`src/rtl/lwst_pkg.sv`:
```
// Shared types and constants for the windowed latency statistics block.
`default_nettype none
package lwst_pkg;

	// Field widths
	localparam int TS_W       = 63;
	localparam int DEV_W      = 48;
	localparam int DIFF_W     = 50;
	localparam int EXP_W      = 32;
	localparam int WLEN_W     = 11;
	localparam int CFG_IDX_W  = 1;
	localparam int CFG_DATA_W = 32;

	// Register indexes
	localparam logic [CFG_IDX_W-1:0] CFG_EXPECTED_DELAY = 1'd0;
	localparam logic [CFG_IDX_W-1:0] CFG_WINDOW_LEN     = 1'd1;

	// Register reset values
	localparam logic [EXP_W-1:0]  EXP_RESET  = 32'd20000000;
	localparam logic [WLEN_W-1:0] WLEN_RESET = 11'd50;

	// Saturation limits: raw interval to +/-2^48, deviation to +/-(2^47-1)
	localparam logic signed [DIFF_W-1:0] DIFF_LIM = {2'b01, {(DIFF_W-2){1'b0}}};
	localparam logic signed [DEV_W-1:0]  DEV_MAX  = {1'b0, {(DEV_W-1){1'b1}}};

	// k = L - L*9/10 = ceil(L/10) = (L + 9) / 10, divided by reciprocal
	localparam int PCT_DEN = 10;
	localparam logic [16:0] RECIP10 = 17'd52429;
	localparam int RECIP10_SH = 19;

	// Input beat
	typedef struct packed {
		logic [TS_W-1:0] start_time;
		logic [TS_W-1:0] end_time;
	} samp_t;

	// Output beat
	typedef struct packed {
		logic signed [DEV_W-1:0] mean_dev;
		logic signed [DEV_W-1:0] min_dev;
		logic signed [DEV_W-1:0] max_dev;
		logic signed [DEV_W-1:0] topk_dev;
	} stat_t;

	// One slot of the top-k row
	typedef struct packed {
		logic                    vld;
		logic signed [DEV_W-1:0] val;
	} entry_t;

	// Control broadcast to every cell of the row
	typedef struct packed {
		logic                    ins;
		logic                    win_end;
		logic                    shift;
		logic signed [DEV_W-1:0] dev;
	} cell_ctl_t;

endpackage
`default_nettype wire

```
`src/rtl/lwst_cell.sv`:
```
// One cell of the sorted top-k row, with its snapshot slot.
`default_nettype none
module lwst_cell (
	input  logic               clk,
	input  logic               arst_n,
	input  lwst_pkg::cell_ctl_t ctl,
	input  logic               prv_ge,
	input  lwst_pkg::entry_t    prv,
	input  lwst_pkg::entry_t    nxt_snap,
	output logic               ge,
	output lwst_pkg::entry_t    ent,
	output lwst_pkg::entry_t    snap
);

	logic                              ent_vld_q;
	logic signed [lwst_pkg::DEV_W-1:0] ent_val_q;
	logic                              snap_vld_q;
	logic signed [lwst_pkg::DEV_W-1:0] snap_val_q;
	lwst_pkg::entry_t                  ent_nx;

	// Keep the slot if it holds a value at least as large; ties stay in front
	assign ge = ent_vld_q && (ent_val_q >= ctl.dev);

	// Keep, take the new deviation, or take the neighbor's entry
	always_comb begin
		priority if (ge) begin
			ent_nx.vld = ent_vld_q;
			ent_nx.val = ent_val_q;
		end else if (prv_ge) begin
			ent_nx.vld = 1'b1;
			ent_nx.val = ctl.dev;
		end else begin
			ent_nx = prv;
		end
	end

	// Valid bits: drop the row at window end, snapshot moves toward the head
	always_ff @(posedge clk or negedge arst_n) begin
		if (!arst_n) begin
			ent_vld_q  <= 1'b0;
			snap_vld_q <= 1'b0;
		end else if (ctl.ins) begin
			if (ctl.win_end) begin
				snap_vld_q <= ent_nx.vld;
				ent_vld_q  <= 1'b0;
			end else begin
				ent_vld_q <= ent_nx.vld;
			end
		end else if (ctl.shift) begin
			snap_vld_q <= nxt_snap.vld;
		end
	end

	// Values
	always_ff @(posedge clk) begin
		if (ctl.ins) begin
			if (ctl.win_end) begin
				snap_val_q <= ent_nx.val;
			end else begin
				ent_val_q <= ent_nx.val;
			end
		end else if (ctl.shift) begin
			snap_val_q <= nxt_snap.val;
		end
	end

	assign ent.vld  = ent_vld_q;
	assign ent.val  = ent_val_q;
	assign snap.vld = snap_vld_q;
	assign snap.val = snap_val_q;

endmodule
`default_nettype wire

```
`config.mk`:
```
export PLATFORM = sky130hd
export DESIGN_NAME = lwst_cell
export DESIGN_NICKNAME = d
export VERILOG_FILES = /design/src/rtl/lwst_pkg.sv /design/src/rtl/lwst_cell.sv
export SDC_FILE = /design/constraint.sdc
export NUM_CORES = 1
export LEC_CHECK = 0
export ABC_AREA = 1
export BUFFER_PORTS_ARGS = -buffer_cell sky130_fd_sc_hd__buf_2
export CORE_ASPECT_RATIO = 0.5
export CORE_MARGIN = 1
export CORE_UTILIZATION = 54
export DETAILED_ROUTE_END_ITERATION = 16
export PLACE_DENSITY = 0.88
export SLEW_MARGIN = 20
export SYNTH_ARGS = -nofsm -noshare
export SYNTH_HDL_FRONTEND = slang
export SYNTH_SLANG_ARGS = --single-unit
```
`constraint.sdc`:
```
create_clock -name clk -period 5.7 [get_ports clk]
set_clock_uncertainty 0.15 [all_clocks]
set_input_delay 1.14 -clock clk [delete_from_list [all_inputs] [get_ports clk]]
set_output_delay 1.14 -clock clk [all_outputs]
set_load 0.03 [all_outputs]
```
Word-level counts from Yosys, hierarchy flattened
Cells that the tools add are included.
{"block": "op_classes", "order_cmp": 1, "eq_ne": 1, "muxes": 9, "n_bitwise": 1, "reduce_logical": 4}
{"cell": "2-to-1 mux 48 bit", "n": 3}
{"cell": "2-to-1 mux 49 bit", "n": 2}
{"cell": "greater-or-equal comparator 48 bit", "n": 1}
{"cell": "2-to-1 mux 1 bit", "n": 4}
{"cell": "AND reduction 2 bit", "n": 2}
{"cell": "inequality test 2 bit (second input constant)", "n": 1}
{"cell": "nonzero test 2 bit", "n": 1}
{"cell": "logical AND 1 bit", "n": 1}
{"cell": "NOT 1 bit", "n": 1}
{"block": "word_totals", "reg_bits": 98, "input_bits": 152, "elab_cells": 20}

Logic depth before layout (Yosys ltp)
Gate-level depths: netlist of run 1.
{"block": "depth", "depth_word": 5, "depth_mapped": 19, "mapped_depth_nobuf": 18}

Worst setup path before layout of run 1
Ideal clock, no wire load.
{"block": "synth_path", "path_kind": "input to register", "start": "in ctl[50] (netlist name)", "end": "reg snap_val_q[0] (netlist name), enable pin", "setup_time_ns": 0.654, "arrival_ns": 5.340, "required_ns": 4.896, "path_slack_ns": -0.444, "cell_stages": 4, "n_path_buf": 1, "path_cell_list": "clkbuf_1 -> inv_1 -> nor2_1 -> nor2_1"}
{"block": "synth_via", "elab_chain_len": 2, "word_cells_on_any_way": 3, "classes_between": "eq/ne (1); reduce/logical (2)"}
{"item": "from (decl)", "line_no": "lwst_cell.sv:6", "source": "input lwst_pkg::cell_ctl_t ctl,"}
{"item": "inequality test 2 bit (no line) or nonzero test 2 bit (tied branches)"}
{"item": "AND reduction 2 bit (no line) *"}
{"item": "to (signal assigned)", "line_no": "lwst_cell.sv:58", "source": "snap_val_q <= ent_nx.val;"}
{"item": "to (signal assigned)", "line_no": "lwst_cell.sv:63", "source": "snap_val_q <= nxt_snap.val;"}
{"item": "to (decl)", "line_no": "lwst_cell.sv:18", "source": "logic signed [lwst_pkg::DEV_W-1:0] snap_val_q;"}
Mark *: on every way between the ends. The rest lies on a longest branch, timed or not.
A chain may end at the register's enable or synchronous reset.

Worst setup path in the final report of run 1
{"block": "layout_path", "start": "in ctl[31] (netlist name)", "end": "out ge"}
{"block": "layout_via", "elab_chain_len": 2}
{"item": "greater-or-equal comparator 48 bit", "line_no": "lwst_cell.sv:22", "source": "assign ge = ent_vld_q && (ent_val_q >= ctl.dev);"}
{"item": "logical AND 1 bit", "line_no": "lwst_cell.sv:22"}
{"item": "to (decl)", "line_no": "lwst_cell.sv:10", "source": "output logic ge,"}
No other way between the ends.

==> flow_metrics.env, run 1 <==
export IMPL_cp_start_kind="input port"
export IMPL_netlist_area_mm2=0.00675
export IMPL_post_place_ws_ps=1540
export IMPL_hold_path_class="reg2reg"
export IMPL_core_mm2=0.0120
export IMPL_endpoint_kind="primary output"
export IMPL_power_uw=2180
export IMPL_status="finished clean"
export IMPL_ios=251
export IMPL_finalHoldViolCount=0
export IMPL_cts_inserted_buffers=9
export IMPL_cp_top_family="simple AND/OR/NAND/NOR gates"
export IMPL_hold_buffers=0
export IMPL_synth_cell_type_count=25
export IMPL_postPlaceCellArea_mm2=0.00807
export IMPL_ys_warn_count=0
export IMPL_synth_seq_cells=98
export IMPL_grt_pass1_vias=6146
export IMPL_ant_nets=0
export IMPL_tritoncts="yes"
export IMPL_path_clk_slew_ps=70
export IMPL_drive_above_1_share_pct=27.6
export IMPL_cts_max_level=3
export IMPL_worstMarginPinSlew_ps=1070
export IMPL_first_iter_violations=319
export IMPL_wl_mm=17.9
export IMPL_grt_max_degree=53
export IMPL_max_freq_mhz=242
export IMPL_rows=28
export IMPL_critPathArrivalTime_ps=2840
export IMPL_route_detailed_vias_per_inst=5.05
export IMPL_ys_seq_area_share_pct=43.4
export IMPL_synth_common_cells="nand2_1, inv_1, edfxtp_1"
export IMPL_fin_tns_setup_ps=0
export IMPL_synth_ff_type="edfxtp_1"
export IMPL_port_buffers=250
export IMPL_clock_path_buffers=2
export IMPL_track_usage_pct=27.8
export IMPL_clock_latency_ps=340
export IMPL_syn_instance_count=859
export IMPL_critPathRequiredTime_ps=4410
export IMPL_cts_resized=0
export IMPL_cts_sinks=98
export IMPL_synthArstFlopShare_pct=2.04
export IMPL_synth_top_cell_by_area="edfxtp_1"
export IMPL_nets=1288
export IMPL_grt_pass1_wl_mm=28.3
export IMPL_dieArea_mm2=0.0130
export IMPL_report_final_slew_viol_count=0
export IMPL_setup_viol=0
export IMPL_cts_root_buf="clkbuf_16"
export IMPL_cp_buffers_inverters=4
export IMPL_stdcell_area_mm2=0.00840
export IMPL_crit_slowest_cell="ha_1"
export IMPL_layout_setup_ws_ps=1570
export IMPL_vias=6358
export IMPL_gp_congestion=0.854
export IMPL_dr_pass1_iters=4
export IMPL_power_per_cell_area_mw_per_mm2=259
export IMPL_cp_cell_sequence="buf_2, inv_1, ha_1, nand4_1, nor2_1, nand3_1, nor2_1, nand2_1, nand3_1, nand2_1, nand3_2, nand2_2, inv_1, buf_2"
export IMPL_max_stage_delay_ps=310
export IMPL_start_util_pct=56.3
export IMPL_synth_net_count=1059
export IMPL_p_leak_uw=0.00454
export IMPL_cts_setup_buffers=0
export IMPL_synth_top_area_share_pct=42.7
export IMPL_antenna_found_initial=0
export IMPL_diodes=0
export IMPL_post_synth_top_count_cell="nand2_1"
export IMPL_ys_top_cells_by_area="edfxtp_1, nand2_1, inv_1, ha_1, nand3_1"
export IMPL_cp_max_fo=3
export IMPL_die_w_um=160
export IMPL_ir_worst_vdd_mv=0.193
export IMPL_path_class="in2out"
export IMPL_relSlewSlack_pct=28.7
export IMPL_hpwl_mm=12.7
export IMPL_fin_crit_ps=4130
export IMPL_grt_overflow=0
export IMPL_synth_edff_count=96
export IMPL_min_period_over_period_pct=72.5
export IMPL_syn_area_per_cell_um2=7.86
export IMPL_dieHeight_um=81.1
export IMPL_grt_setup_unrepaired="no"
export IMPL_drc=0
export IMPL_maxCapViolCount=0
export IMPL_area_delta_synth_final_pct=24.4
export IMPL_wire_per_inst_um=14.3
-- power by group --
part           internal, uW  switching (uW)  leakage (uW)
combinational           197             394       0.00344
clock                   390             286      0.000158
sequential              877            35.3      0.000945
-- worst min-delay path, stage by stage, from the launching register on --
cell and delay, ps:
dfrtp_1 350, nand2_1 50, nand2_1 50
-- sequential cells by signal (all words and copies together), names as in the netlist --
signal,flops
snap_val_q,48
ent_val_q,48
ent_vld_q,1
snap_vld_q,1
-- routing by layer --
metal | wire, um | vias up | global-route usage, %
met3 | 1020 | 48 | 4.95
li1 | - | 3178 | -
met4 | 489 | 0 | 11.7
met5 | 0 | - | 0
met1 | 7450 | 2888 | 32.1
met2 | 8980 | 244 | 51.9
-- cells by family after synthesis --
group	count (synthesis)	synth area share (%)
AND/OR/NAND/NOR	438	29.9
AO/OA/AOI/OAI	71	5.34
flip-flops	98	43.4
buffers and inverters	203	12.2
adder cells (fa/ha/maj)	48	8.90
multiplexers	1	0.167
-- cell type report --
type | count | area (um^2)
clock buffers | 9 | 225
multi-input cells | 558 | 3010
clock inverters | 7 | 101
well taps | 165 | 206
repair buffers | 258 | 1310
flip-flops and latches | 98 | 2930
fillers | 989 | 3580
inverters | 163 | 612
-- final timing paths --
path | slack (ps) | startpoint | depth (start not counted) | end
worst min register to register | 330 | snap_vld_q$_DFFE_PN0P_ | 2 | snap_vld_q$_DFFE_PN0P_
max in group asynchronous | 4860 | arst_n | 1 | ent_vld_q$_DFFE_PN0P_
worst max register to register | 2580 | ent_val_q[31]$_DFFE_PP_ | 13 | snap_val_q[10]$_DFFE_PP_
worst max-delay path | 1570 | ctl[31] | 14 | ge
worst min-delay path | 330 | snap_vld_q$_DFFE_PN0P_ | 2 | snap_vld_q$_DFFE_PN0P_
min in group asynchronous | 430 | arst_n | 1 | snap_vld_q$_DFFE_PN0P_
-- layout by cell type, fill, tap and decap left out --
| cell | instances |
|---|---|
| edfxtp_1 | 96 |
| clkbuf_16 | 9 |
| nor2_1 | 66 |
| nand3_2 | 21 |
| a21oi_1 | 66 |
| inv_2 | 1 |
| nand3b_1 | 1 |
| and2_1 | 48 |
| clkinv_2 | 1 |
| nand3_1 | 84 |
| o21a_1 | 1 |
| inv_6 | 1 |
| and3_1 | 1 |
| nand2_2 | 1 |
| o21ai_0 | 3 |
| bufinv_16 | 2 |
| ha_1 | 48 |
| mux2_2 | 1 |
| dfrtp_1 | 1 |
| nand4_1 | 4 |
| buf_4 | 8 |
| clkinvlp_4 | 1 |
| nor2_4 | 2 |
| buf_2 | 250 |
| inv_1 | 162 |
| inv_8 | 1 |
| a21o_1 | 1 |
| dfrtp_2 | 1 |
| clkinv_4 | 1 |
| nand2_1 | 209 |
| nor2_2 | 1 |
-- metrics by stage --
stage / instances / utilization, % / hold WS (ps)
6_report: 1258 / 70.1 / 332
3_3_place_gp: 1242 / 67.4 / 313
4_1_cts: 1258 / 70.1 / 336
3_5_place_dp: 1242 / 67.4 / 313
5_1_grt: 1258 / 70.1 / 388
2_1_floorplan: 859 / - / 300
Note: power is estimated with default switching activity, not from simulation.
==> run 2: changes to the inputs <==
--- a/config.mk
+++ b/config.mk
@@ -9,9 +9,9 @@
 export BUFFER_PORTS_ARGS = -buffer_cell sky130_fd_sc_hd__buf_2
 export CORE_ASPECT_RATIO = 0.5
 export CORE_MARGIN = 1
-export CORE_UTILIZATION = 54
+export CORE_UTILIZATION = 46
 export DETAILED_ROUTE_END_ITERATION = 16
-export PLACE_DENSITY = 0.88
+export PLACE_DENSITY = 0.8
 export SLEW_MARGIN = 20
 export SYNTH_ARGS = -nofsm -noshare
 export SYNTH_HDL_FRONTEND = slang
==> constraint.sdc (replaced) <==
create_clock -name clk -period 3.7 [get_ports clk]
set_clock_uncertainty 0.15 [all_clocks]
set_input_delay 0.74 -clock clk [delete_from_list [all_inputs] [get_ports clk]]
set_output_delay 0.74 -clock clk [all_outputs]
set_load 0.03 [all_outputs]
==> run 2 against run 1 <==
Compared with the run above: sequential cell count did not move; combinational power rose by 56%; sequential power rose by 54%; cell area grew 0.52%; final cell count is 2.5% higher; sequential share of layout area is 0.18 points lower; via count is 0.13% lower; critical path depth unchanged; first-iteration DRC count rose by 22%; core utilization fell by 9.5 points; critical endpoint unchanged; largest power group unchanged.
==> flow_metrics.env, run 2 (synthesis gave the netlist of run 1 again) <==
export IMPL_status="finished clean"
export IMPL_layout_common_cells="buf_2, nand2_1, inv_1"
export IMPL_cts_root_buf="clkbuf_16"
export IMPL_routed_wl_met2_mm=9.39
export IMPL_cts_setup_buffers=0
export IMPL_cp_buffers_inverters=4
export IMPL_hold_path_class="in2async"
export IMPL_cts_resized=0
export IMPL_utilization_pct=60.6
export IMPL_cts_sinks=98
export IMPL_diodes=0
export IMPL_dr_pass1_iters=5
export IMPL_power_per_cell_area_mw_per_mm2=389
export IMPL_grt_overflow=0
export IMPL_endpoint_kind="primary output"
export IMPL_r2r_start="ent_val_q[31]$_DFFE_PP_"
export IMPL_clock_path_buffers=2
export IMPL_antenna_found_initial=0
export IMPL_wl_mm=18.5
export IMPL_track_usage_pct=24.7
export IMPL_seq_power_share_pct=42.8
export IMPL_cts_max_level=3
export IMPL_dieHeight_um=87.7
export IMPL_grt_pass1_vias=6303
export IMPL_path_class="in2out"
export IMPL_maxCapViolCount=0
export IMPL_internal_power_uw=2190
export IMPL_nets=1292
export IMPL_grt_setup_unrepaired="no"
export IMPL_area_delta_synth_final_pct=25.1
export IMPL_critPathRequiredTime_ps=2810
export IMPL_cp_start_kind="input port"
export IMPL_cp_cell_sequence="buf_2, inv_1, ha_1, nand4_1, nor2_1, nand3_1, nor2_1, nand2_1, nand3_1, nand2_1, nand3_2, nand2_2, inv_1, buf_2"
export IMPL_first_iter_violations=388
export IMPL_drt_met1_wl_mm=7.85
export IMPL_hpwl_mm=13.5
export IMPL_min_period_over_period_pct=93.2
export IMPL_rr_worst_depth=12
export IMPL_grt_pass1_wl_mm=29.6
export IMPL_ir_worst_vdd_mv=0.256
export IMPL_power_switching_uw=1090
export IMPL_ant_nets=0
export IMPL_grt_max_degree=52
export IMPL_fin_tns_setup_ps=0
export IMPL_fin_crit_ps=3450
export IMPL_layout_commonest_cell="buf_2"
export IMPL_p_sw_share_pct=33.3
export IMPL_vias=6350
export IMPL_report_final_slew_viol_count=0
export IMPL_drive_above_1_share_pct=27.7
export IMPL_start_util_pct=48.5
export IMPL_reg_top3="ent_val_q (48), snap_val_q (48)"
export IMPL_setup_viol=0
export IMPL_relSlewSlack_pct=57.7
export IMPL_crit_slowest_cell="ha_1"
export IMPL_ios=251
export IMPL_wire_per_inst_um=14.4
export IMPL_worstMarginPinSlew_ps=635
export IMPL_hold_buffers=0
export IMPL_path_clk_slew_ps=70
export IMPL_tritoncts="yes"
export IMPL_met3_length_um=998
export IMPL_gp_congestion=0.823
export IMPL_routed_top_layer="met4"
export IMPL_core_mm2=0.0139
export IMPL_die_w_um=173
export IMPL_r2r_slack_ps=560
export IMPL_max_freq_mhz=290
export IMPL_combPwrFrac_pct=28.0
export IMPL_port_buffers=250
export IMPL_dieArea_mm2=0.0152
export IMPL_finalHoldViolCount=0
export IMPL_r2r_end="ent_val_q[41]$_DFFE_PP_"
export IMPL_max_stage_delay_ps=300
export IMPL_cts_inserted_buffers=9
export IMPL_cp_top_family="simple AND/OR/NAND/NOR gates"
export IMPL_route_detailed_vias_per_inst=4.93
export IMPL_pwr_share_clk_pct=29.1
export IMPL_drc=0
export IMPL_critPathArrivalTime_ps=2560
export IMPL_whs_ps=28.7
export IMPL_p_leak_uw=0.00455
export IMPL_rows=30
export IMPL_clock_latency_ps=340
export IMPL_cp_max_fo=3
[run 2: changes by cell type in the layout (fill, tap and decap cells not counted)]
| cell | previous run | this run |
|---|---|---|
| buf_12 | 0 | 1 |
| buf_4 | 8 | 11 |
| bufinv_16 | 2 | 1 |
| clkinv_1 | 0 | 2 |
| clkinv_4 | 1 | 2 |
| clkinvlp_4 | 1 | 0 |
| inv_8 | 1 | 0 |
[run 2: per-stage QoR]
step                power [uW]  std cells  instance area (um^2)  setup slack [ps]
floorplan                 2070        859                  6760               530
global placement          2320       1273                  8150               295
detailed placement        2350       1273                  8150               185
CTS                       3310       1289                  8440               288
global route              3450       1289                  8440              50.4
finish                    3280       1289                  8440               251
[run 2: layer usage]
layer | up-vias | global-route usage (%)
met4 | 0 | 7.40
met3 | 24 | 4.08
met5 | - | 0
met1 | 2922 | 29.3
li1 | 3189 | -
met2 | 215 | 46.5
[run 2: cell type report]
cell class,instances,area (um^2)
Multi-Input combinational cell,558,3010
Clock inverter,7,68.8
Clock buffer,9,225
Sequential cell,98,2930
Inverter,163,612
Fill cell,1265,5480
Tap cell,192,240
Timing Repair Buffer,262,1350
[run 2: worst max path at each step]
stage | startpoint | to | slack [ps] | cells past startpoint
2_1_floorplan | ctl[50] | snap_vld_q$_DFFE_PN0P_ | 530 | 8
3_3_place_gp | ctl[31] | snap_val_q[39]$_DFFE_PP_ | 290 | 15
3_5_place_dp | ctl[31] | ent_val_q[41]$_DFFE_PP_ | 180 | 14
4_1_cts | ctl[31] | ge | 290 | 14
5_1_grt | ctl[27] | ge | 50 | 16
6_report | ctl[31] | ge | 250 | 14
[run 2: power by group through the flow]
stage          Clock [uW]  Sequential, uW  Combinational, uW
2_1_floorplan           0            1600                471
3_3_place_gp            0            1430                898
3_5_place_dp            0            1430                924
4_1_cts               976            1410                926
5_1_grt              1010            1420               1020
6_report              955            1410                920
