### src/rtl/lwst_pkg.sv
// Shared types and constants for the windowed latency statistics block.
`default_nettype none
package lwst_pkg;

	// Field widths
	localparam int TS_W       = 63;
	localparam int DEV_W      = 48;
	localparam int DIFF_W     = 50;
	localparam int EXP_W      = 32;
	localparam int WLEN_W     = 11;
	localparam int CFG_IDX_W  = 1;
	localparam int CFG_DATA_W = 32;

	// Register indexes
	localparam logic [CFG_IDX_W-1:0] CFG_EXPECTED_DELAY = 1'd0;
	localparam logic [CFG_IDX_W-1:0] CFG_WINDOW_LEN     = 1'd1;

	// Register reset values
	localparam logic [EXP_W-1:0]  EXP_RESET  = 32'd20000000;
	localparam logic [WLEN_W-1:0] WLEN_RESET = 11'd50;

	// Saturation limits: raw interval to +/-2^48, deviation to +/-(2^47-1)
	localparam logic signed [DIFF_W-1:0] DIFF_LIM = {2'b01, {(DIFF_W-2){1'b0}}};
	localparam logic signed [DEV_W-1:0]  DEV_MAX  = {1'b0, {(DEV_W-1){1'b1}}};

	// k = L - L*9/10 = ceil(L/10) = (L + 9) / 10, divided by reciprocal
	localparam int PCT_DEN = 10;
	localparam logic [16:0] RECIP10 = 17'd52429;
	localparam int RECIP10_SH = 19;

	// Input beat
	typedef struct packed {
		logic [TS_W-1:0] start_time;
		logic [TS_W-1:0] end_time;
	} samp_t;

	// Output beat
	typedef struct packed {
		logic signed [DEV_W-1:0] mean_dev;
		logic signed [DEV_W-1:0] min_dev;
		logic signed [DEV_W-1:0] max_dev;
		logic signed [DEV_W-1:0] topk_dev;
	} stat_t;

	// One slot of the top-k row
	typedef struct packed {
		logic                    vld;
		logic signed [DEV_W-1:0] val;
	} entry_t;

	// Control broadcast to every cell of the row
	typedef struct packed {
		logic                    ins;
		logic                    win_end;
		logic                    shift;
		logic signed [DEV_W-1:0] dev;
	} cell_ctl_t;

endpackage
`default_nettype wire

### src/rtl/lwst_fin.sv
// Window finisher: bit-serial mean divider, top-k readout and output register.
`default_nettype none
module lwst_fin #(
	parameter int SUM_W = 58,
	parameter int CNT_W = 11,
	parameter int K_W   = 8
) (
	input  logic                              clk,
	input  logic                              arst_n,
	input  logic                              go,
	input  logic signed [SUM_W-1:0]           sum,
	input  logic [CNT_W-1:0]                  cnt,
	input  logic signed [lwst_pkg::DEV_W-1:0] min,
	input  logic signed [lwst_pkg::DEV_W-1:0] max,
	input  logic [K_W-1:0]                    kd,
	input  lwst_pkg::entry_t                   head,
	input  logic                              more,
	output logic                              shift,
	output logic                              busy,
	output logic                              stat_valid,
	input  logic                              stat_stall,
	output lwst_pkg::stat_t                    stat
);

	localparam int UW   = SUM_W - 1;
	localparam int DC_W = $clog2(UW + 1);

	typedef enum logic [1:0] {ST_IDLE, ST_RUN, ST_DONE} state_t;

	state_t                            state_q;
	logic [DC_W-1:0]                   div_cnt_q;
	logic [UW-1:0]                     quo_q;
	logic [CNT_W-1:0]                  rem_q;
	logic [CNT_W-1:0]                  dvs_q;
	logic                              neg_q;
	logic [K_W-1:0]                    kd_q;
	logic signed [lwst_pkg::DEV_W-1:0] min_q;
	logic signed [lwst_pkg::DEV_W-1:0] max_q;
	logic                              stat_valid_q;
	lwst_pkg::stat_t                   stat_q;

	logic [SUM_W-1:0]                  sum_mag;
	logic [CNT_W:0]                    trial;
	logic [CNT_W:0]                    trial_sub;
	logic [lwst_pkg::DEV_W-1:0]        quo_lo;

	// Magnitude of the window sum; sign restored at the end
	assign sum_mag = sum[SUM_W-1] ? (~sum + 1'b1) : sum;

	// One restoring step per cycle
	assign trial     = {rem_q, quo_q[UW-1]};
	assign trial_sub = trial - {1'b0, dvs_q};
	assign quo_lo    = quo_q[lwst_pkg::DEV_W-1:0];

	// Walk the snapshot row toward the head until the k-th entry sits there
	assign shift = (state_q == ST_RUN) && (kd_q != '0) && more;
	assign busy  = (state_q != ST_IDLE);

	always_ff @(posedge clk or negedge arst_n) begin
		if (!arst_n) begin
			state_q      <= ST_IDLE;
			stat_valid_q <= 1'b0;
			div_cnt_q    <= '0;
		end else begin
			if (stat_valid_q && !stat_stall && state_q != ST_DONE) begin
				stat_valid_q <= 1'b0;
			end
			unique case (state_q)
				ST_IDLE: begin
					if (go) begin
						quo_q     <= sum_mag[UW-1:0];
						rem_q     <= '0;
						dvs_q     <= cnt;
						neg_q     <= sum[SUM_W-1];
						kd_q      <= kd;
						min_q     <= min;
						max_q     <= max;
						div_cnt_q <= DC_W'(UW);
						state_q   <= ST_RUN;
					end
				end
				ST_RUN: begin
					if (div_cnt_q != '0) begin
						if (!trial_sub[CNT_W]) begin
							rem_q <= trial_sub[CNT_W-1:0];
							quo_q <= {quo_q[UW-2:0], 1'b1};
						end else begin
							rem_q <= trial[CNT_W-1:0];
							quo_q <= {quo_q[UW-2:0], 1'b0};
						end
						div_cnt_q <= div_cnt_q - 1'b1;
					end
					if (shift) begin
						kd_q <= kd_q - 1'b1;
					end
					if (div_cnt_q == '0 && !shift) begin
						state_q <= ST_DONE;
					end
				end
				ST_DONE: begin
					// Hold until the output register is free
					if (!stat_valid_q || !stat_stall) begin
						stat_q.mean_dev <= neg_q ? -$signed(quo_lo) : $signed(quo_lo);
						stat_q.min_dev  <= min_q;
						stat_q.max_dev  <= max_q;
						stat_q.topk_dev <= head.vld ? head.val : '0;
						stat_valid_q    <= 1'b1;
						state_q         <= ST_IDLE;
					end
				end
				default: begin
					state_q <= ST_IDLE;
				end
			endcase
		end
	end

	assign stat_valid = stat_valid_q;
	assign stat       = stat_q;

endmodule
`default_nettype wire

### config.mk
export PLATFORM = sky130hd
export DESIGN_NAME = lwst_fin
export DESIGN_NICKNAME = d
export VERILOG_FILES = /design/src/rtl/lwst_pkg.sv /design/src/rtl/lwst_fin.sv
export SDC_FILE = /design/constraint.sdc
export NUM_CORES = 1
export LEC_CHECK = 0
export ABC_AREA = 1
export ABC_CLOCK_PERIOD_IN_PS = 24800
export BUFFER_PORTS_ARGS = -buffer_cell sky130_fd_sc_hd__buf_4
export CAP_MARGIN = 15
export CORE_MARGIN = 2
export CORE_UTILIZATION = 45
export CTS_BUF_LIST = sky130_fd_sc_hd__clkbuf_8
export DETAILED_ROUTE_END_ITERATION = 10
export PLACE_DENSITY = 0.72
export SYNTH_ARGS = -nofsm -noshare
export SYNTH_HDL_FRONTEND = slang
export SYNTH_SLANG_ARGS = --single-unit
### constraint.sdc
create_clock -name clk -period 24.8 [get_ports clk]
set_clock_uncertainty 0.15 [all_clocks]
set_input_delay 1.24 -clock clk [delete_from_list [all_inputs] [get_ports clk]]
set_output_delay 1.24 -clock clk [all_outputs]
set_load 0.005 [all_outputs]
Word level (Yosys, flattened, before mapping). Index checks and enable logic that the tools add are counted. W data, S select, Z words.

Input bits: 227. Output and inout bits: 195. Flip-flop bits (word level): 385. Word-level logic and storage cells: 72.

Add/sub/neg operators: 5. Mux-type cells: 23. Bitwise logic cells: 1. Eq/ne operators: 8. Reductions and logical operators: 21.

Operators by type and width (count): $mux W57 (3); $pmux W57 S2 (1); $add A57 B1 Y57 const B (1); $not A57 Y57 (1); $mux W48 (1); $neg A48 Y48 (1); $mux W11 (3); $pmux W11 S2 (1); $mux W8 (2); $pmux W8 S2 (1); $mux W6 (2); $pmux W6 S2 (1); $reduce_and A3 Y1 (4); $sub A12 B11 Y12 (1); $ne A2 B2 Y1 const B (4); $reduce_and A4 Y1 (2); $reduce_bool A8 Y1 (1); $sub A8 B1 Y8 const B (1); $logic_not A6 Y1 (1); $mux W2 (3); $pmux W2 S3 (1); $reduce_bool A6 Y1 (1); $sub A6 B1 Y6 const B (1); $logic_and A1 B1 Y1 (5); other kinds (8) (15).

Depth between registers and ports, before layout. Gate-level depths: netlist of run 1.

Depth in word-level cells: 7. Gate-level depth with buffers: 14. Gate-level depth less buffers: 13.

Least setup slack after synthesis of run 1. OpenSTA, ideal clock, no wires.

Kind: in2reg. Start point: input stat_stall. End point: register stat_q, in the netlist stat[0], enable pin. Library setup time: 750 ps. Data arrival time: 9296 ps. Stages: 3. Buffers on the path: 0. Setup slack: 14604 ps. Required time: 23900 ps. Cell sequence: nand2_1 -> nand2_1 -> nor2_1.

Longest elaborated chain between the ends: 3.

Ends and longest elaborated chain: start: declaration (RTL line lwst_fin.sv:21) `input logic stat_stall,`; $logic_not A1 Y1 (RTL line lwst_fin.sv:102) `if (!stat_valid_q || !stat_stall) begin`; $logic_or A1 B1 Y1 (RTL line lwst_fin.sv:102); $reduce_and A3 Y1 (no source line); end: declaration (RTL line lwst_fin.sv:40) `lwst_pkg::stat_t stat_q;`.

Every way passes these cells. A chain may end at the register's enable or synchronous reset.

Final worst setup path of run 1.
Start point: register state_q[1]. End point: output shift.

Longest elaborated chain between the ends: 3.

Ends and longest elaborated chain: start: declaration (RTL line lwst_fin.sv:30) `state_t state_q;`; start signal: assignment (RTL line lwst_fin.sv:61) `state_q <= ST_IDLE;`; start signal: assignment (RTL line lwst_fin.sv:79) `state_q <= ST_RUN;`; start signal: assignment (RTL line lwst_fin.sv:97) `state_q <= ST_DONE;`; $eq A2 B1 Y1 (RTL line lwst_fin.sv:56) `assign shift = (state_q == ST_RUN) && (kd_q != '0) && more;`; $logic_and A1 B1 Y1 (2 in a row) (RTL line lwst_fin.sv:56); end: declaration (RTL line lwst_fin.sv:18) `output logic shift,`.

Every way passes these cells.

==> impl_metrics.toml, run 1 <==
[worst_setup_path]
cp_cell_sequence = "nor2_4 > buf_4 > nand3_1 > inv_1 > buf_4"
crit_path_end_kind = "primary output"
slowest_delay_ps = 550
arrival_ps = 2350
crit_type = "reg2out"
start_kind = "register"
cpMostUsedCell = "buf_4"
cp_slowest_cell = "buf_4"
crit_path_max_fanout = 58
worstPathRequired_ps = 23410

[final_layout]
syn_to_final_growth_pct = 28.7
layout.nets = 2342
layout-drive-gt1-share = 0.255
final_core_util = 0.591
final_area_um2 = 22300
layout.cells.non_filler = 2657

[logic_synthesis]
ys.flop_type = "edfxtp_1"
synthTopCellsByCount = "nand2_1, edfxtp_1, nor2_1"
syn_inst = 1636
yosysSeqAreaShare = 0.665
yosys.area.top_type_share = 0.652
netlist.top_cell.by_area = "edfxtp_1"
synth_cell_type_count = 39
ys_seq_elements = 385
synth_nets = 1881
synth_edf_count = 376
syn_avg_cell_area_um2 = 10.6
syn_area_um2 = 17300
async_flop_share = 0.0234
ys_warn_count = 0
netlist_top_cells_area = "edfxtp_1, nand2_1, nor2_1, inv_1, nand3_1"
yosysMostFrequentCell = "nand2_1"

[cts]
holdBufCountCts = 0
cts_tree = "yes"
numClockSinks = 385
clock_latency_ps = 620
cts_made_buffers = 66
clockRootBuffer = "clkbuf_8"
h-tree-depth = 3
postCtsSetupRepairBufs = 0
ctsResizeCount = 0
clockBufferDepth = 3
path_clk_slew_ps = 60

[die]
die_w_um = 200
chipHeight_um = 200
initial_core_util = 0.459
fp-row-count = 71
fp.dieArea_um2 = 40100
ioPinCount = 422
core_um2 = 37800

[detailed_routing]
viasPerCell = 4.97
drt_first_pass_iters = 5
routedWlPerCell_um = 18.3
ant_nets = 0
drt_iter0_drc = 957
drc = 0
routed_wl_um = 48700
vias = 13217

[global_route]
grt_max_degree = 170
overflow = 0
antenna_found_initial = 2
grt_use_total = 0.241
grt_pass1_vias = 12616
grt_pass1_wl_um = 73300

[power_and_ir_drop]
intPower_w = 0.00135
p_leak_nw = 9.52
seqPwrFrac = 0.465
powerDensity_nw_per_um2 = 91.4
p_sw_w = 0.000684
switching_share = 0.336
comb_power_share = 0.270
power_frac_clock = 0.265
ir_worst_vdd_mv = 0.0528

[sta]
slew_viol_final = 0
setup_violations = 0
relSlewSlack = 0.333
hold_viol = 0
finalCritPeriodShare = 0.151
fin_setup_tns_ps = 0
period_needed_ps = 3740
grt_setup_unrepaired = "false"
max_freq_mhz = 268
worst_pin_slew_ps = 1000
setup_ws_ps = 21060

[worst_hold_path]
hold_path_class = "reg2reg"

[place]
gp_congestion = 0.925
place_area_um2 = 21100
port_buffers = 421
dp.cells = 2540
dp.final_hpwl_um = 37000
dp_slack_ps = 20980

[flow_run]
cap_violations = 0

[run_status]
status = "complete, no violations"
-- layout by cell type (no fill, tap or decap), drive strengths merged, types with 42 or more instances in the layout --
| master | count |
|---|---|
| clkbuf | 67 |
| nor2 | 202 |
| inv | 208 |
| buf | 428 |
| o21ai | 79 |
| edfxtp | 376 |
| xor2 | 47 |
| nand2 | 444 |
| nand3 | 139 |
| nand4 | 42 |
-- critical path: cells and delay by family, from the launching register on --
| kind | cells | cell delay, ps |
|---|---|---|
| buf+inv | 3 | 760 |
| flops | 1 | 420 |
| simple gates | 2 | 520 |
-- power groups by stage --
| stage | Sequential, W | Combinational [W] | Clock (W) |
|---|---|---|---|
| after floorplan | 0.000945 | 0.000384 | 0 |
| after global placement | 0.000955 | 0.000540 | 0 |
| after detailed placement | 0.000959 | 0.000551 | 0 |
| after CTS | 0.000946 | 0.000553 | 0.000557 |
| after global routing | 0.000959 | 0.000631 | 0.000584 |
| final | 0.000947 | 0.000551 | 0.000540 |
-- final timing paths --
kind,startpoint,end,slack [ps],cells after the start
max,state_q[1],shift,21060,5
max reg2reg,state_q[1],min_q[2],21770,7
min in group asynchronous,arst_n,div_cnt_q[3],300,1
min reg2reg,max_q[24],stat[72],250,0
min,max_q[24],stat[72],250,0
max in group asynchronous,arst_n,div_cnt_q[2],24030,1
-- registers in the layout (all words and copies together), names as in the netlist --
| register | cells |
|---|---|
| stat | 192 |
| quo_q | 57 |
| state_q | 2 |
| rem_q | 11 |
| neg_q | 1 |
| div_cnt_q | 6 |
| kd_q | 8 |
| max_q | 48 |
| dvs_q | 11 |
| stat_valid | 1 |
| min_q | 48 |
-- final cells by class --
class                           instances  area (µm²)
Multi-Input combinational cell       1029        4970
Antenna cell                            1        2.50
Inverter                              187         702
Clock buffer                           67         922
Fill cell                            3221       15500
Timing Repair Buffer                  428        3230
Clock inverter                         49         323
Sequential cell                       385       11500
Tap cell                              511         639
-- cells by family after synthesis --
group / Yosys count / synth area share
compound gates: 98 / 0.0306
flops: 385 / 0.665
simple gates: 847 / 0.208
xor+xnor: 66 / 0.0334
buf+inv: 222 / 0.0500
fa+ha+maj: 18 / 0.0134
-- metrics by stage --
stage | power [W] | hold slack (ps)
after floorplan | 0.00133 | 250
after global placement | 0.00150 | 250
after detailed placement | 0.00151 | 255
after CTS | 0.00206 | 252
after global routing | 0.00217 | 267
final | 0.00204 | 252
-- per-layer routing --
layer  wire, µm  track usage
met5         13            0
met4       1390       0.0981
met3       3900       0.0615
met2      23300        0.398
met1      20100        0.303
Note: power is estimated with default switching activity, not from simulation.
==> inputs of run 2 (changes only) <==
ABC_CLOCK_PERIOD_IN_PS = 3920   (was 24800)
clock period = 3.92 ns   (was 24.8 ns; I/O delays follow)
==> impl_metrics.toml, run 2 (synthesized netlist as in run 1, its figures left out) <==
[run_status]
status = "complete, no violations"

[place]
place_area_um2 = 21200
dp_slack_ps = 1220
port_buffers = 421
gp_congestion = 0.953
dp.final_hpwl_um = 38400

[cts]
postCtsSetupRepairBufs = 0
numClockSinks = 385
clockBufferDepth = 3
path_clk_slew_ps = 70
cts_made_buffers = 60
cts_tree = "yes"
ctsResizeCount = 0
clockRootBuffer = "clkbuf_8"
h-tree-depth = 2
clock_latency_ps = 660

[sta]
finalCritPeriodShare = 0.694
setup_violations = 0
holdWs_ps = 101
relSlewSlack = 0.340
worst_pin_slew_ps = 987
hold_viol = 0
fin_setup_tns_ps = 0
grt_setup_unrepaired = "false"
max_freq_mhz = 368
period_needed_ps = 2720
setup_ws_ps = 1200
slew_viol_final = 0

[final_layout]
final_cell_mix = "nand2_1, buf_4, edfxtp_1"
largest_reg_flops = 192
final_core_util = 0.663
multi_input_area_um2 = 4970
final_area_um2 = 25000
syn_to_final_growth_pct = 44.5
final_common_cell = "nand2_1"
fill_cells = 2860
layout.nets = 2623
antenna-diode-count = 0
seq_area_um2 = 11500
layout-drive-gt1-share = 0.225

[detailed_routing]
viasPerCell = 5.05
drt_first_pass_iters = 8
routed_wl_um = 56700
vias = 14822
drc = 0
ant_nets = 0
routedWlPerCell_um = 19.3
drt_iter0_drc = 1289

[worst_setup_path]
reg2reg_slack_ps = 1200
rr_endpoint = "kd_q[3]"
crit_path_end_kind = "primary output"
crit_start = "state_q[1]"
cp_cell_sequence = "nor2_4 > buf_4 > nand3_1 > inv_1 > buf_4"
cp_slowest_cell = "buf_4"
worstPathRequired_ps = 3570
critPathTopFamily = "buffers and inverters"
slowest_delay_ps = 540
arrival_ps = 2370
r2r_cells = 6
reg2reg_from = "state_q[1]"
crit_path_max_fanout = 57
start_kind = "register"
crit_buf_inv = 3
cpMostUsedCell = "buf_4"
crit_type = "reg2out"

[worst_hold_path]
whs_path_depth = 2
min-delay-start = "min[4]"
hold_end = "min_q[4]"
hold_path_class = "in2reg"

[die]
fp-row-count = 71
chipHeight_um = 200
ioPinCount = 422
initial_core_util = 0.459
core_um2 = 37800
die_w_um = 200
fp.dieArea_um2 = 40100

[global_route]
overflow = 0
grt_max_degree = 69
grt_use_total = 0.280
grt_pass1_wl_um = 86200
antenna_found_initial = 0
grt_pass1_vias = 14552

[power_and_ir_drop]
seqPwrFrac = 0.463
power_frac_clock = 0.241
p_sw_w = 0.00453
ir_worst_vdd_mv = 0.430
intPower_w = 0.00848
p_leak_nw = 10.6
comb_power_share = 0.296
switching_share = 0.348
powerDensity_nw_per_um2 = 520

[flow_run]
cap_violations = 0
run 2: layout make-up:
type / instances / area share
clock buffers: 61 / 0.0335
clock inverters: 49 / 0.00944
inverters: 187 / 0.0280
multi-input cells: 1029 / 0.199
flip-flops and latches: 385 / 0.460
well taps: 511 / 0.0255
repair buffers: 715 / 0.245
run 2: worst max path at each step:
stage	end	slack, ps	cells after the start
after floorplan	stat[0]	-40	4
after global placement	kd_q[0]	1340	6
after detailed placement	kd_q[0]	1220	6
after CTS	shift	1140	5
after global routing	shift	990	6
final	shift	1200	5
run 2: power groups by stage:
stage               sequential, W  clock, W  combinational, W
floorplan                 0.00594         0           0.00244
global placement          0.00608         0           0.00347
detailed placement        0.00609         0           0.00354
CTS                       0.00601   0.00317           0.00381
global route              0.00609   0.00339           0.00435
finish                    0.00603   0.00313           0.00385
run 2: what timing repair did:
item	in CTS	in global routing
endpoints found under the setup margin	0	0
hold buffers	276	0
endpoints found under the hold margin	260	0
run 2: per-layer routing:
layer  share of wire  up-vias  GRT usage
li1                -     6986          -
met1            0.40     7022      0.360
met2            0.48      707      0.470
met3           0.081      107     0.0615
met4           0.036        0     0.0994
met5               0        -          0
run 2: per-stage QoR:
step	power [W]	std cells
CTS	0.0130	2937
global placement	0.00954	2551
floorplan	0.00837	1636
finish	0.0130	2937
global route	0.0138	2937
detailed placement	0.00964	2551
run 2: worst register-to-register path, cell delays in order, from the launching register on:
cell and delay, ps:
dfrtp_1 430, nor2_4 320, buf_4 540, nand3_1 190, inv_1 120, nor2_1 60
nor2_1 540
==> inputs of run 3 (changes only) <==
ABC_CLOCK_PERIOD_IN_PS = 2700   (was 3920)
clock period = 2.7 ns   (was 3.92 ns; I/O delays follow)
==> impl_metrics.toml, run 3 (synthesized netlist as in run 1, its figures left out) <==
[final_layout]
final_cell_mix = "buf_4, nand2_1, edfxtp_1"
syn_to_final_growth_pct = 46.7
final_core_util = 0.673
largest_reg_flops = 192
fill_cells = 2807
layout-drive-gt1-share = 0.231
layout.nets = 2647
final_area_um2 = 25400
layout.cells.non_filler = 2965
final_common_cell = "buf_4"

[die]
die_w_um = 200
initial_core_util = 0.459
fp-row-count = 71
fp.dieArea_um2 = 40100
ioPinCount = 422
chipHeight_um = 200
core_um2 = 37800

[detailed_routing]
routedWlPerCell_um = 19.4
ant_nets = 0
vias = 14810
drt_first_pass_iters = 6
viasPerCell = 4.99
routed_wl_um = 57500
drc = 0
drt_iter0_drc = 1316

[worst_setup_path]
slowest_delay_ps = 560
rr_endpoint = "rem_q[0]"
start_kind = "primary input"
crit_type = "in2reg"
critPathCapture = "quo_q[19]"
cpMostUsedCell = "dlygate4sd3_1"
r2r_cells = 10
crit_path_end_kind = "register"
worstPathRequired_ps = 3080
cp_slowest_cell = "dlygate4sd3_1"
cp_cell_sequence = "dlygate4sd3_1 > buf_4 > nor2_1 > nand2_1 > o21ai_2 > nand2_2 > nor2_4 > nand2_1 > dlygate4sd3_1 > a31oi_1 > dlygate4sd3_1"
crit_path_max_fanout = 5
reg2reg_from = "rem_q[2]"
crit_start = "sum[5]"
reg2reg_slack_ps = 420
arrival_ps = 2960

[sta]
holdWs_ps = 45.8
relSlewSlack = 0.537
period_needed_ps = 2580
max_freq_mhz = 388
hold_viol = 0
fin_setup_tns_ps = 0
slew_viol_final = 0
finalCritPeriodShare = 0.955
worst_pin_slew_ps = 691
setup_violations = 0

[global_route]
grt_pass1_wl_um = 88300
busiest_layer = "met2"
grt_use_met3 = 0.0508
grt_max_degree = 71
grt_pass1_vias = 15098
met1_usage = 0.364
grt_use_total = 0.285
globalRouteMet2Util = 0.480
antenna_found_initial = 2
overflow = 0

[cts]
cts_made_buffers = 61
h-tree-depth = 2
clock_latency_ps = 650
cts_tree = "yes"
path_clk_slew_ps = 70
numClockSinks = 385
clockBufferDepth = 3
postCtsSetupRepairBufs = 0
clockRootBuffer = "clkbuf_8"

[run_status]
status = "complete, no violations"

[flow_run]
cap_violations = 0

[place]
gp_congestion = 0.966
dp.final_hpwl_um = 38600
dp.cells = 2561
place_area_um2 = 21300
port_buffers = 421

[power_and_ir_drop]
ir_worst_vdd_mv = 0.635
p_leak_nw = 10.8
powerDensity_nw_per_um2 = 764

[worst_hold_path]
hold_path_class = "in2reg"
min-delay-start = "max[11]"
==> run 3: cell types whose count changed in the layout (fill, tap and decap cells not counted), moves of 2 or more <==
cell / change
dlygate4sd3_1: +13
buf_12: +5
buf_4: +5
clkbuf_8: +3
clkinv_1: -2
diode_2: +2
inv_1: -2
inv_12: +2
inv_8: -2
==> run 3: through the flow <==
stage                     total power [W]  worst slack [ps]
after floorplan                    0.0122             -1260
after global placement             0.0140               438
after detailed placement           0.0142               451
after CTS                          0.0193               158
after global routing               0.0206             -14.4
final                              0.0194               120
==> run 3: power by group <==
part	internal, W	leakage, nW	switching, W	total, W
sequential	0.00805	3.55	0.000654	0.00871
combinational	0.00224	6.54	0.00361	0.00586
clock	0.00241	0.664	0.00243	0.00484
total	0.0127	10.8	0.00670	0.0194
==> run 3: final cells by class <==
cell class,count,area [µm²],area share
clock buffers,64,881,0.0347
flip-flops and latches,385,11500,0.453
repair buffers,738,6400,0.252
inverters,187,702,0.0276
well taps,511,639,0.0252
multi-input cells,1029,4980,0.196
clock inverters,49,282,0.0111
diodes,2,5.00,0.000197
==> run 3: worst min-delay path by stage <==
| stage | to | cells after the start |
|---|---|---|
| 6_report | max_q[11] | 2 |
| 2_1_floorplan | div_cnt_q[0] | 0 |
| 5_1_grt | max_q[11] | 2 |
| 4_1_cts | min_q[38] | 2 |
| 3_3_place_gp | stat_valid | 1 |
| 3_5_place_dp | state_q[0] | 1 |
==> run 3: layer usage <==
metal / wire length, µm / vias up
li1: - / 7047
met1: 23300 / 6984
met2: 27800 / 658
met3: 4000 / 121
met4: 2360 / 0
met5: 0 / -
==> run 3: critical path: cells and delay by family <==
kind                   cells  cell delay, ps
AO/OA/AOI/OAI              2             340
buffers and inverters      4            1830
AND/OR/NAND/NOR            5             650
==> run 3: what timing repair did <==
item / in CTS / in global routing
hold endpoints to repair: 257 / 0
hold buffers: 289 / 0
resized for setup: 0 / 2
setup endpoints to repair: 0 / 1
